## config.mk

```make
export PLATFORM = sky130hd
export DESIGN_NAME = lgts_front
export DESIGN_NICKNAME = d
export VERILOG_FILES = /design/src/hw/rtl/lgts_pkg.sv /design/src/hw/rtl/lgts_front.sv
export SDC_FILE = /design/constraint.sdc
export NUM_CORES = 1
export LEC_CHECK = 0
export ABC_AREA = 0
export BUFFER_PORTS_ARGS = -buffer_cell sky130_fd_sc_hd__buf_2
export CAP_MARGIN = 20
export CELL_PAD_IN_SITES_DETAIL_PLACEMENT = 0
export CELL_PAD_IN_SITES_GLOBAL_PLACEMENT = 1
export CORE_UTILIZATION = 25
export CTS_CLUSTER_DIAMETER = 200
export DETAILED_ROUTE_END_ITERATION = 10
export PLACE_DENSITY_LB_ADDON = 0.15
export SYNTH_ARGS = -nofsm -noshare
export SYNTH_HDL_FRONTEND = slang
export SYNTH_SLANG_ARGS = --single-unit
```

## constraint.sdc

```tcl
create_clock -name i_clk -period 11.4 [get_ports i_clk]
set_clock_uncertainty 0.1 [all_clocks]
set_input_delay 1.71 -clock i_clk [delete_from_list [all_inputs] [get_ports i_clk]]
set_output_delay 1.71 -clock i_clk [all_outputs]
set_load 0.1 [all_outputs]
```

## src/hw/rtl/lgts_pkg.sv

```systemverilog
// types and constants of the lda gibbs topic sampler
// no dependencies
package lgts_pkg;

    localparam int KIND_W     = 3;
    localparam int WORD_W     = 11;
    localparam int TIX_W      = 6;
    localparam int VALUE_W    = 32;
    localparam int PREV_W     = 7;
    localparam int RND_W      = 20;
    localparam int TOPIC_W    = 7;
    localparam int WEIGHT_W   = 48;
    localparam int PRIOR_W    = 24;
    localparam int VOCAB_W    = 21;
    localparam int NTOP_W     = 7;
    localparam int IN_DATA_W  = 80;
    localparam int OUT_DATA_W = 40;

    localparam logic [RND_W-1:0] RANDOM_SCALE = 20'd1000000;

    localparam logic [KIND_W-1:0] KIND_LOAD_WT  = 3'd0;
    localparam logic [KIND_W-1:0] KIND_LOAD_DOC = 3'd1;
    localparam logic [KIND_W-1:0] KIND_LOAD_TOT = 3'd2;
    localparam logic [KIND_W-1:0] KIND_SAMPLE   = 3'd3;
    localparam logic [KIND_W-1:0] KIND_DRAIN    = 3'd4;

    localparam logic [1:0] REG_ALPHA  = 2'd0;
    localparam logic [1:0] REG_ETA    = 2'd1;
    localparam logic [1:0] REG_VOCAB  = 2'd2;
    localparam logic [1:0] REG_TOPICS = 2'd3;

    localparam logic [PRIOR_W-1:0] ALPHA_RESET  = 24'd6554;
    localparam logic [PRIOR_W-1:0] ETA_RESET    = 24'd6554;
    localparam logic [VOCAB_W-1:0] VOCAB_RESET  = 21'd1024;
    localparam logic [NTOP_W-1:0]  TOPICS_RESET = 7'd64;

    typedef enum logic [2:0] {
        OP_LOAD_WT,
        OP_LOAD_DOC,
        OP_LOAD_TOT,
        OP_SAMPLE,
        OP_BAD_WORD,
        OP_DRAIN
    } t_op;

    typedef struct packed {
        t_op                op;
        logic [WORD_W-1:0]  word;
        logic [TIX_W-1:0]   tix;
        logic [VALUE_W-1:0] value;
        logic [PREV_W-1:0]  prev;
        logic [RND_W-1:0]   rnd;
    } t_job;

    typedef struct packed {
        logic [PRIOR_W-1:0] alpha;
        logic [PRIOR_W-1:0] eta;
        logic [VOCAB_W-1:0] vocab;
        logic [NTOP_W-1:0]  topics;
    } t_cfg;

endpackage

```

## src/hw/rtl/lgts_front.sv

```systemverilog
// front end: takes stream items, drops what does nothing, sorts the rest into jobs
// and holds them in a two-entry queue; depends on lgts_pkg
module lgts_front #(
    parameter int TOPICS = 64,
    parameter int VOCAB  = 1024
) (
    input  logic                              i_clk,
    input  logic                              i_rst_n,
    input  lgts_pkg::t_cfg                    i_cfg,
    input  logic                              i_in_valid,
    output logic                              o_in_ready,
    input  logic [lgts_pkg::IN_DATA_W-1:0]    i_in_data,
    input  logic [lgts_pkg::KIND_W-1:0]       i_in_kind,
    output logic                              o_job_valid,
    output lgts_pkg::t_job                    o_job,
    input  logic                              i_job_pop
);

    localparam int QDEPTH = 2;

    logic [lgts_pkg::WORD_W-1:0]  word;
    logic [lgts_pkg::TIX_W-1:0]   tix;
    logic [lgts_pkg::VALUE_W-1:0] value;
    logic [lgts_pkg::PREV_W-1:0]  prev;
    logic [lgts_pkg::RND_W-1:0]   rnd;
    logic                         keep;
    logic                         bad;
    lgts_pkg::t_op                op;
    lgts_pkg::t_job               job;
    logic                         push;

    lgts_pkg::t_job r_q [QDEPTH];
    logic           r_wp;
    logic           r_rp;
    logic [1:0]     r_cnt;

    assign word  = i_in_data[10:0];
    assign tix   = i_in_data[16:11];
    assign value = i_in_data[48:17];
    assign prev  = i_in_data[55:49];
    assign rnd   = i_in_data[75:56];

    assign bad = (word == '0) || (21'(word) > i_cfg.vocab) || (32'(word) > VOCAB);

    always_comb begin
        keep = 1'b0;
        op   = lgts_pkg::OP_DRAIN;
        case (i_in_kind)
            lgts_pkg::KIND_LOAD_WT: begin
                op   = lgts_pkg::OP_LOAD_WT;
                keep = (32'(tix) < TOPICS) && (word != '0) && (32'(word) <= VOCAB);
            end
            lgts_pkg::KIND_LOAD_DOC: begin
                op   = lgts_pkg::OP_LOAD_DOC;
                keep = 32'(tix) < TOPICS;
            end
            lgts_pkg::KIND_LOAD_TOT: begin
                op   = lgts_pkg::OP_LOAD_TOT;
                keep = 32'(tix) < TOPICS;
            end
            lgts_pkg::KIND_SAMPLE: begin
                op   = bad ? lgts_pkg::OP_BAD_WORD : lgts_pkg::OP_SAMPLE;
                keep = 1'b1;
            end
            lgts_pkg::KIND_DRAIN: begin
                op   = lgts_pkg::OP_DRAIN;
                keep = 1'b1;
            end
            default: begin
                keep = 1'b0;
            end
        endcase
    end

    always_comb begin
        job.op    = op;
        job.word  = word;
        job.tix   = tix;
        job.value = value;
        job.prev  = prev;
        job.rnd   = rnd;
    end

    assign o_in_ready  = r_cnt != 2'(QDEPTH);
    assign push        = i_in_valid && o_in_ready && keep;
    assign o_job_valid = r_cnt != '0;
    assign o_job       = r_q[r_rp];

    always_ff @(posedge i_clk) begin
        if (push) begin
            r_q[r_wp] <= job;
        end
    end

    always_ff @(posedge i_clk) begin
        if (!i_rst_n) begin
            r_wp  <= 1'b0;
            r_rp  <= 1'b0;
            r_cnt <= '0;
        end else begin
            if (push) begin
                r_wp <= ~r_wp;
            end
            if (i_job_pop) begin
                r_rp <= ~r_rp;
            end
            case ({push, i_job_pop})
                2'b10:   r_cnt <= r_cnt + 2'd1;
                2'b01:   r_cnt <= r_cnt - 2'd1;
                default: r_cnt <= r_cnt;
            endcase
        end
    end

endmodule

```

==> impl_results.rst, run 1 <==
.. list-table::
   :header-rows: 1

   * - Metric
     - Value
   * - Outcome
     - finished, final reports clean
   * - Most used cells in the layout excluding fill and tap cells
     - sky130_fd_sc_hd__buf_2 (184), sky130_fd_sc_hd__edfxtp_1 (158), sky130_fd_sc_hd__mux2_2 (79)
   * - Final wirelength
     - 13400 um
   * - Arrival time of the worst setup path
     - 4.76 ns
   * - Setup repair after global routing missed its margin
     - no
   * - Setup TNS
     - 0 ns
   * - CTS tree
     - yes
   * - Maximum single-stage delay on the critical path
     - 0.74 ns
   * - Leading cell type in the layout, fill and taps excluded
     - sky130_fd_sc_hd__buf_2
   * - Post-layout instance count excluding filler cells
     - 865
   * - Period Utilization, post-route
     - 42.3%
   * - CTS sink cnt
     - 163
   * - Worst hold path stage count
     - 2
   * - Worst-path cell chain
     - buf_2 > or4_1 > o31ai_1 > a2111oi_4 > or2_1 > nor2_4 > buf_4
   * - Critical R2R Launch
     - r_cnt[0]
   * - EDFF count, synth
     - 158
   * - Worst reg-to-reg setup slack
     - 8.57 ns
   * - Max-slew violation total from the final report
     - 0
   * - Hold buffer count at cts
     - 0
   * - Relative max-transition margin
     - 45.5%
   * - Hold EP
     - r_wp
   * - Hold Worst Slack
     - 0.402 ns
   * - Core box area
     - 24600 um^2
   * - # DRC
     - 0
   * - Via count of the first global-routing pass
     - 3655
   * - Register share of total power
     - 42.1%
   * - Standard cell area after detailed placement
     - 7660 um^2
   * - Setup-violating endpoint count in the final report
     - 0
   * - Overall die area
     - 26000 um^2
   * - Clock latency of the later-clocked register in the worst-skew pair
     - 0.42 ns
   * - Clock Power Share
     - 34.6%
   * - Diodes inserted
     - 0
   * - Wire length per cell after detailed routing
     - 15.5 um
   * - Final Net Count
     - 703
   * - Count of yosys warnings during synthesis
     - 0
   * - Initial Util
     - 25.7%
   * - Slew at the pin closest to its max-slew limit
     - 0.816 ns
   * - Post-CTS sizing
     - 0
   * - Rows
     - 57
   * - Maximum operating frequency
     - 208 MHz
   * - Detailed-route via count
     - 3570
   * - Worst Reg2Reg Path Length in Cells
     - 5
   * - Antenna-violating nets left
     - 0
   * - Clock transition at path regs
     - 0.08 ns
   * - Post-layout minimum cycle time
     - 4.82 ns
   * - Switching part of the total power
     - 35.3%
   * - Max clock buf depth
     - 2
   * - Critical path class
     - input port to flip-flop
   * - Startpoint of the lowest-slack hold path
     - r_wp
   * - Number of antenna violations at the first check in global routing
     - 0
   * - Syn avg cell area
     - 19.1 um^2
   * - Grt ovf
     - 0
   * - HPWL reported at the end of detailed placement
     - 8950 um
   * - Boundary pin count
     - 244
   * - Iteration count of the initial detailed-routing pass
     - 4
   * - Dominant cells by area after synthesis
     - sky130_fd_sc_hd__edfxtp_1 (75%), sky130_fd_sc_hd__mux2_2 (14%), sky130_fd_sc_hd__ha_1 (2.4%), sky130_fd_sc_hd__dfxtp_1 (1.6%), sky130_fd_sc_hd__inv_1 (0.89%)
   * - Total clock buffers created by CTS
     - 17
   * - Static leakage power
     - 3.10 nW
   * - Syn Nets
     - 506
   * - Power Dens Cells
     - 204 nW/um^2
   * - GRT Total Usage
     - 10.4%
   * - Synthesized cell area
     - 6330 um^2
   * - Max-cap violation count
     - 0
   * - Slowest stage cell, crit path
     - sky130_fd_sc_hd__buf_4
   * - Type of the most critical hold path
     - flip-flop to flip-flop
   * - Maximum fanout along the worst path
     - 55
   * - Largest area contributor in the synthesized netlist
     - sky130_fd_sc_hd__edfxtp_1
   * - Most used flip-flop cell after synthesis
     - sky130_fd_sc_hd__edfxtp_1
   * - Number of different library cells in the post-synthesis netlist
     - 38
   * - Count of input and output buffers
     - 184
   * - Root buf cell
     - sky130_fd_sc_hd__clkbuf_16
   * - Synth async-reset ratio
     - 0%
   * - Setup crit end kind
     - flip-flop
   * - Cell count after placement
     - 833
   * - Largest net degree at the start of global routing
     - 57
   * - Global-route wire length before repair
     - 20200 um
   * - Required time of the critical path
     - 11.34 ns
   * - H-tree depth reported by CTS
     - 4
   * - Portion of synthesized cell area occupied by the leading cell type
     - 75.0%
   * - Switching power of the nets
     - 0.594 mW
   * - Critical Path Source Type
     - input port
   * - Number of design-rule violations left by the first detailed-router iteration
     - 140
   * - Flop and latch count out of synthesis
     - 163
   * - Seq/Total Area, Yosys
     - 76.5%
   * - Post-route cell area
     - 8270 um^2
   * - Combinational power share
     - 23.3%
   * - Layout cell share with drive strength beyond 1
     - 56.7%
   * - Final-report hold violation count
     - 0
   * - Post-CTS setup buffer count
     - 0
   * - Routability Congestion
     - 0.708
   * - Die boundary height
     - 161 um
   * - Worst-case vdd ir drop
     - 0.0759 mV
   * - Internal cell power
     - 1.09 mW
   * - Synth Instances
     - 331
   * - Signed area change from the synthesized netlist to the final layout
     - 30.6%
   * - Die width
     - 161 um
   * - Vias per cell
     - 4.13
   * - Endpoint of the lowest-slack register-to-register path
     - r_q[1][57]
## worst max-delay path by stage
stage,start,cells past startpoint,to
floorplan,i_in_data[9],5,r_q[1][0]
global placement,i_in_data[0],7,r_q[1][51]
detailed placement,i_in_data[0],7,r_q[1][49]
CTS,i_in_data[0],7,r_q[1][57]
global route,i_in_data[9],7,r_q[1][57]
finish,i_in_data[0],7,r_q[1][57]
## Yosys cell counts (all sizes together), types with 2 or more instances
cell and number:
or4 3, o21ai 5, a2111oi 2, mux2 79, nor4 2, or2 4, buf 3, or3 2
nor2b 2, clkbuf 6, and3 2, a21oi 6, nand2 4, nor2 4, xnor2 2, dfxtp 5
edfxtp 158, ha 12, inv 15
## critical path: cells and delay by family
family / cells / cell delay [ns]
AOI/OAI and AO/OA: 2 / 0.60
and+or+nand+nor: 3 / 1.55
buffers and inverters: 2 / 0.86
## sequential cells by signal (all words and copies together) (netlist names), named ones only
signal and cells:
r_cnt 2, r_q 158, r_rp 1, r_wp 1
## stage by stage
stage	util [%]	setup slack (ns)	total power, mW
global route	33.6	6.33	1.74
detailed placement	31.1	6.02	1.12
global placement	31.1	6.02	1.12
CTS	33.6	6.47	1.70
floorplan	-	4.44	1.05
finish	33.6	6.58	1.68
## power groups by stage
stage | registers, mW | clock network [mW] | logic (mW)
after floorplan | 0.720 | 0 | 0.326
after global placement | 0.722 | 0 | 0.394
after detailed placement | 0.724 | 0 | 0.396
after CTS | 0.710 | 0.598 | 0.397
after global routing | 0.713 | 0.620 | 0.408
final | 0.709 | 0.582 | 0.393
## routing by layer
metal | track usage [%] | routed length [um] | vias up
met5 | 0 | 0 | -
met2 | 16.2 | 6210 | 125
li1 | - | - | 1696
met1 | 13.6 | 6270 | 1740
met4 | 4.37 | 182 | 0
met3 | 2.88 | 762 | 9
## final cells by class
type                       instances  area (um^2)
timing repair buffer             187          943
sequential                       163         4850
fill                            2441        16300
tap                              324          405
multi-input combinational        144         1400
clock inverter                    15          183
inverter                          15         57.6
clock buffer                      17          425
## cell families after synthesis
family          count (synthesis)  share of synthesized area [%]
flops                         163                           76.5
mux                            79                           14.1
simple gates                   29                           2.65
buf+inv                        24                           1.42
compound gates                 21                           2.55
fa+ha+maj                      12                           2.37
xor+xnor                        3                          0.415
Power figures use the tool's default switching activity.
==> run 2, diff against run 1 <==
--- a/config.mk
+++ b/config.mk
@@ -5,7 +5,7 @@
 export SDC_FILE = /design/constraint.sdc
 export NUM_CORES = 1
 export LEC_CHECK = 0
-export ABC_AREA = 0
+export ABC_AREA = 1
 export BUFFER_PORTS_ARGS = -buffer_cell sky130_fd_sc_hd__buf_2
 export CAP_MARGIN = 20
 export CELL_PAD_IN_SITES_DETAIL_PLACEMENT = 0
==> constraint.sdc (replaced) <==
create_clock -name i_clk -period 4.2 [get_ports i_clk]
set_clock_uncertainty 0.1 [all_clocks]
set_input_delay 0.63 -clock i_clk [delete_from_list [all_inputs] [get_ports i_clk]]
set_output_delay 0.63 -clock i_clk [all_outputs]
set_load 0.1 [all_outputs]
==> run 2 against run 1 <==
Via count up 3.1%. Combinational power up 130%. Core utilization fell by 0.48 points. Critical endpoint is now o_job[7]. Register-to-register slack lost 6.7 ns. First-iteration DRC count rose by 15%. Critical path depth shrank 4. Count of clock-buffer cells in the layout is the same. Sequential power rose to 2.7 times the previous value. Clock power grew to 2.6 times the previous value. Power rose to 2.6 times the previous value. Largest cell class unchanged. Final cell count is 5.3% higher. Synthesized cell count grew 11%.
==> impl_results.rst, run 2 <==
.. list-table::
   :header-rows: 1

   * - Metric
     - Value
   * - EDFF count, synth
     - 158
   * - Slew at the pin closest to its max-slew limit
     - 0.730 ns
   * - Clock latency of the later-clocked register in the worst-skew pair
     - 0.42 ns
   * - Overall die area
     - 26300 um^2
   * - Syn Nets
     - 544
   * - Antenna-violating nets left
     - 0
   * - Number of different library cells in the post-synthesis netlist
     - 16
   * - Flop and latch count out of synthesis
     - 163
   * - Syn avg cell area
     - 17.4 um^2
   * - Layout cell share with drive strength beyond 1
     - 52.3%
   * - Arrival time of the worst setup path
     - 2.27 ns
   * - Number of antenna violations at the first check in global routing
     - 1
   * - Via count of the first global-routing pass
     - 3759
   * - Most common cell in the synthesized netlist
     - sky130_fd_sc_hd__edfxtp_1
   * - Clock transition at path regs
     - 0.07 ns
   * - Critical Path Source Type
     - flip-flop
   * - Rows
     - 58
   * - CTS tree
     - yes
   * - Outcome
     - finished, final reports clean
   * - Worst Reg2Reg Path Length in Cells
     - 7
   * - # DRC
     - 0
   * - Post-route core utilization
     - 33.1%
   * - Total clock buffers created by CTS
     - 17
   * - Setup crit end kind
     - output pin
   * - Most used flip-flop cell after synthesis
     - sky130_fd_sc_hd__edfxtp_1
   * - Largest delay share family, worst path
     - flip-flops
   * - Area taken by multi-input logic gates
     - 1430 um^2
   * - Boundary pin count
     - 244
   * - Final wirelength
     - 13500 um
   * - Sequential cell area
     - 4850 um^2
   * - Filler cell count
     - 2487
   * - Post-CTS sizing
     - 0
   * - Seq/Total Area, Yosys
     - 75.4%
   * - Max-cap violation count
     - 0
   * - Worst-case vdd ir drop
     - 0.221 mV
   * - Count of input and output buffers
     - 184
   * - Final-report hold violation count
     - 0
   * - Startpoint of the lowest-slack hold path
     - i_in_data[38]
   * - Leading cell type in the layout, fill and taps excluded
     - sky130_fd_sc_hd__buf_2
   * - Power Dens Cells
     - 516 nW/um^2
   * - Wire length per cell after detailed routing
     - 14.8 um
   * - Synth Instances
     - 369
   * - Root buf cell
     - sky130_fd_sc_hd__clkbuf_16
   * - Detailed-route via count
     - 3681
   * - Die width
     - 162 um
   * - Setup-violating endpoint count in the final report
     - 0
   * - Max-slew violation total from the final report
     - 0
   * - Vias per cell
     - 4.04
   * - Critical R2R Launch
     - r_cnt[0]
   * - Leading post-synthesis cells by instance count
     - sky130_fd_sc_hd__edfxtp_1 (158), sky130_fd_sc_hd__mux2_2 (69), sky130_fd_sc_hd__nand2_1 (35), sky130_fd_sc_hd__inv_1 (25), sky130_fd_sc_hd__nor2_1 (20)
   * - Global-route wire length before repair
     - 20300 um
   * - Synth async-reset ratio
     - 0%
   * - Post-layout instance count excluding filler cells
     - 911
   * - Grt ovf
     - 0
   * - Period Utilization, post-route
     - 71.5%
   * - Standard cell area after detailed placement
     - 7770 um^2
   * - Levels on crit path
     - 3
   * - GRT Total Usage
     - 10.4%
   * - Required time of the critical path
     - 3.47 ns
   * - Setup TNS
     - 0 ns
   * - Portion of synthesized cell area occupied by the leading cell type
     - 73.9%
   * - Largest register FFs
     - 158
   * - Largest area contributor in the synthesized netlist
     - sky130_fd_sc_hd__edfxtp_1
   * - Post-layout minimum cycle time
     - 3.00 ns
   * - Static leakage power
     - 3.25 nW
   * - Most used cells in the layout excluding fill and tap cells
     - sky130_fd_sc_hd__buf_2 (184), sky130_fd_sc_hd__edfxtp_1 (158), sky130_fd_sc_hd__mux2_2 (69)
   * - Cell count after placement
     - 879
   * - Setup repair after global routing missed its margin
     - no
   * - H-tree depth reported by CTS
     - 4
   * - Dominant cells by area after synthesis
     - sky130_fd_sc_hd__edfxtp_1 (74%), sky130_fd_sc_hd__mux2_2 (12%), sky130_fd_sc_hd__ha_1 (2.3%), sky130_fd_sc_hd__mux2_4 (2.3%), sky130_fd_sc_hd__nand2_1 (2.0%)
   * - Total design power
     - 4.31 mW
   * - Hold buffer count at cts
     - 0
   * - Synthesized cell area
     - 6420 um^2
   * - Initial Util
     - 25.5%
   * - Largest net degree at the start of global routing
     - 52
   * - Max clock buf depth
     - 2
   * - Number of design-rule violations left by the first detailed-router iteration
     - 161
   * - Core box area
     - 25200 um^2
   * - Post-CTS setup buffer count
     - 0
   * - Type of the most critical hold path
     - input port to flip-flop
   * - Maximum single-stage delay on the critical path
     - 0.77 ns
   * - Iteration count of the initial detailed-routing pass
     - 4
   * - Post-route cell area
     - 8340 um^2
   * - Signed area change from the synthesized netlist to the final layout
     - 29.8%
   * - Bufs and invs on worst path
     - 2
   * - Die boundary height
     - 162 um
   * - Final Net Count
     - 743
   * - Routability Congestion
     - 0.767
   * - Worst hold path stage count
     - 1
   * - Registers with the most flip-flops
     - r_q (158), r_cnt (2)
   * - Relative max-transition margin
     - 51.3%
   * - Register with the most flip-flops
     - r_q
   * - HPWL reported at the end of detailed placement
     - 9280 um
   * - Maximum operating frequency
     - 333 MHz
   * - Worst-path cell chain
     - buf_12 > mux2_2 > buf_2
   * - Critical path class
     - flip-flop to output pin
   * - CTS sink cnt
     - 163
   * - Maximum fanout along the worst path
     - 41
   * - Slowest stage cell, crit path
     - sky130_fd_sc_hd__dfxtp_4
   * - Count of yosys warnings during synthesis
     - 0
   * - Diodes inserted
     - 0
[run 2: cell count changes in the layout (fill, tap and decap cells not counted), sizes merged, moves of 3 or more]
cell | before | now
nand2 | 4 | 35
a21oi | 6 | 9
nor3 | 1 | 4
or4 | 3 | 0
inv | 22 | 33
nand3 | 1 | 8
or2 | 4 | 0
nor2 | 4 | 20
[run 2: cell type report]
cell class / instances / share of cell area (%)
Sequential cell: 163 / 58.1
Multi-Input combinational cell: 172 / 17.1
Timing Repair Buffer: 189 / 11.8
Clock buffer: 17 / 5.10
Tap cell: 330 / 4.95
Clock inverter: 15 / 1.74
Inverter: 25 / 1.14
[run 2: final timing paths]
kind	end	slack (ns)
setup / recovery	o_job[7]	1.20
hold / removal	r_q[1][48]	0.29
setup reg to reg	r_q[1][28]	1.91
hold reg to reg	r_cnt[1]	0.39
[run 2: worst register-to-register path, delay by kind of cell (launching register included)]
family,cells,cell delay (ns)
buffers and inverters,3,0.94
AND/OR/NAND/NOR,3,0.30
AO/OA/AOI/OAI,1,0.21
flip-flops,1,0.35
[run 2: cells by family after synthesis]
group / synth area share, %
flops: 75.4
mux: 14.4
simple gates: 4.25
buf+inv: 2.45
compound gates: 1.11
fa+ha+maj: 2.34
[run 2: layer usage]
layer  part of all wire, %  GRT usage, %
met4                   1.0          3.86
met1                    44          12.9
met2                    48          16.6
met5                  0.13             0
met3                   7.3          3.70
[run 2: stage by stage]
stage / hold slack, ns / setup WS, ns
floorplan: 0.358 / 0.146
global placement: 0.372 / 1.31
detailed placement: 0.380 / 1.25
CTS: 0.267 / 1.12
global route: 0.272 / 1.08
finish: 0.295 / 1.20
[run 2: report_power, final]
group | switching, mW | internal (mW)
Combinational | 0.708 | 0.181
Clock | 0.669 | 0.835
Sequential | 0.0308 | 1.88
Total | 1.41 | 2.90
==> run 3, diff against run 2 <==
==> constraint.sdc (replaced) <==
create_clock -name i_clk -period 2.4 [get_ports i_clk]
set_clock_uncertainty 0.1 [all_clocks]
set_input_delay 0.36 -clock i_clk [delete_from_list [all_inputs] [get_ports i_clk]]
set_output_delay 0.36 -clock i_clk [all_outputs]
set_load 0.1 [all_outputs]
==> run 3 against run 2 <==
Final cell count grew 3.1%. Non-clock buffer count rose by 28. Sequential share of layout area down 3.0 points. Sequential cell count unchanged. Largest cell class unchanged.
==> impl_results.rst, run 3 (synthesis gave the netlist of run 2 again) <==
.. list-table::
   :header-rows: 1

   * - Metric
     - Value
   * - Core box area
     - 25200 um^2
   * - Critical path class
     - flip-flop to output pin
   * - CTS sink cnt
     - 163
   * - Global-route wire length before repair
     - 20500 um
   * - Setup TNS
     - 0 ns
   * - Initial Util
     - 25.5%
   * - Wire length per cell after detailed routing
     - 14.5 um
   * - Layout cell share with drive strength beyond 1
     - 51.9%
   * - GR Layer Usage met3
     - 3.52%
   * - Outcome
     - finished, final reports clean
   * - M1 GR Usage
     - 11.9%
   * - Highest-utilization routing layer at the global route stage
     - met2
   * - Grt ovf
     - 0
   * - Die width
     - 162 um
   * - Antenna-violating nets left
     - 0
   * - Number of antenna violations at the first check in global routing
     - 1
   * - Worst hold path stage count
     - 1
   * - Max clock buf depth
     - 2
   * - Clock transition at path regs
     - 0.07 ns
   * - Worst slack after detailed placement
     - 0.270 ns
   * - Via count of the first global-routing pass
     - 3938
   * - Detailed-route via count
     - 3816
   * - Overall die area
     - 26300 um^2
   * - Boundary pin count
     - 244
   * - Rows
     - 58
   * - Maximum operating frequency
     - 445 MHz
   * - Routability Congestion
     - 0.784
   * - Vias per cell
     - 4.06
   * - Type of the most critical hold path
     - input port to flip-flop
   * - Iteration count of the initial detailed-routing pass
     - 4
   * - # DRC
     - 0
   * - Registers with the most flip-flops
     - r_q (158), r_cnt (2)
   * - Critical Path Source Type
     - flip-flop
   * - Diodes inserted
     - 0
   * - CTS tree
     - yes
   * - Max-slew violation total from the final report
     - 0
   * - Total design power
     - 7.93 mW
   * - GRT Total Usage
     - 10.5%
   * - Largest register FFs
     - 158
   * - Leading cell type in the layout, fill and taps excluded
     - sky130_fd_sc_hd__buf_2
   * - Clock latency of the later-clocked register in the worst-skew pair
     - 0.42 ns
   * - Total clock buffers created by CTS
     - 17
   * - HPWL reported at the end of detailed placement
     - 9290 um
   * - Setup crit end kind
     - output pin
   * - Power Dens Cells
     - 901 nW/um^2
   * - Met2 Track Usage GR
     - 18.0%
   * - Arrival time of the worst setup path
     - 1.79 ns
   * - Maximum fanout along the worst path
     - 48
   * - PnR worst setup slack
     - 0.154 ns
   * - Post-route core utilization
     - 34.9%
   * - Required time of the critical path
     - 1.94 ns
   * - Maximum single-stage delay on the critical path
     - 0.38 ns
   * - Max-cap violation count
     - 0
   * - Final-report hold violation count
     - 0
   * - Slowest stage cell, crit path
     - sky130_fd_sc_hd__dfxtp_4
   * - Worst reg-to-reg setup slack
     - 0.64 ns
   * - Count of input and output buffers
     - 184
   * - Root buf cell
     - sky130_fd_sc_hd__clkbuf_16
   * - Filler cell count
     - 2464
   * - Setup repair after global routing missed its margin
     - no
   * - Worst-case vdd ir drop
     - 0.326 mV
   * - Largest net degree at the start of global routing
     - 49
   * - Worst-path cell chain
     - buf_12 > mux2_2 > buf_2
   * - Register with the most flip-flops
     - r_q
   * - Setup-violating endpoint count in the final report
     - 0
   * - Signed area change from the synthesized netlist to the final layout
     - 36.9%
   * - H-tree depth reported by CTS
     - 4
   * - Static leakage power
     - 3.40 nW
   * - Post-layout minimum cycle time
     - 2.25 ns
   * - Final wirelength
     - 13600 um
   * - Most used cells in the layout excluding fill and tap cells
     - sky130_fd_sc_hd__buf_2 (184), sky130_fd_sc_hd__edfxtp_1 (158), sky130_fd_sc_hd__mux2_2 (69)
   * - Worst Reg2Reg Path Length in Cells
     - 10
   * - Relative max-transition margin
     - 65.8%
   * - Period Utilization, post-route
     - 93.6%
   * - Number of design-rule violations left by the first detailed-router iteration
     - 147
   * - Slew at the pin closest to its max-slew limit
     - 0.516 ns
   * - Final Net Count
     - 771
   * - Die boundary height
     - 162 um
==> run 3: timing repair <==
action | in CTS | in global routing
endpoints found under the hold margin | 44 | 2
hold buffers | 25 | 1
buffers inserted | 0 | 0
resized for setup | 0 | 0
setup endpoints to repair | 0 | 0
==> run 3: cell type report <==
class / count / area, um^2 / area share, %
sequential: 163 / 4850 / 55.2
multi-input combinational: 172 / 1480 / 16.8
timing repair buffer: 217 / 1310 / 14.9
clock buffer: 18 / 429 / 4.88
tap: 330 / 413 / 4.70
clock inverter: 14 / 213 / 2.42
inverter: 25 / 97.6 / 1.11
==> run 3: final timing paths <==
path / start / endpoint
max: flip-flop / o_job[39]
min: i_in_data[31] / r_q[1][41]
max reg2reg: r_cnt[0] / r_cnt[1]
min reg2reg: r_rp / flip-flop
==> run 3: metal layers <==
layer | vias to the layer above | share of wire (%)
met5 | - | 0.096
met1 | 1853 | 41
met2 | 115 | 51
li1 | 1829 | -
met4 | 2 | 1.5
met3 | 17 | 6.1
==> run 3: worst max-delay path: cells and delay by family (launching register included) <==
family	cells	cell delay, ns
buf+inv	2	0.55
flops	1	0.38
mux	1	0.38
==> run 3: report_power, final <==
part	internal, mW	leakage, nW	switching, mW	total, mW
clock	1.78	0.308	1.17	2.95
combinational	0.366	1.60	1.27	1.64
sequential	3.29	1.49	0.0374	3.33
==> run 3: metrics by stage <==
| stage | cell area, um^2 | hold WS (ns) | std cells |
|---|---|---|---|
| after floorplan | 6490 | 0.359 | 369 |
| after global placement | 7890 | 0.381 | 881 |
| after detailed placement | 7890 | 0.376 | 881 |
| after CTS | 8780 | 0.000276 | 938 |
| after global routing | 8790 | 0.000674 | 939 |
| final | 8790 | 0.0295 | 939 |
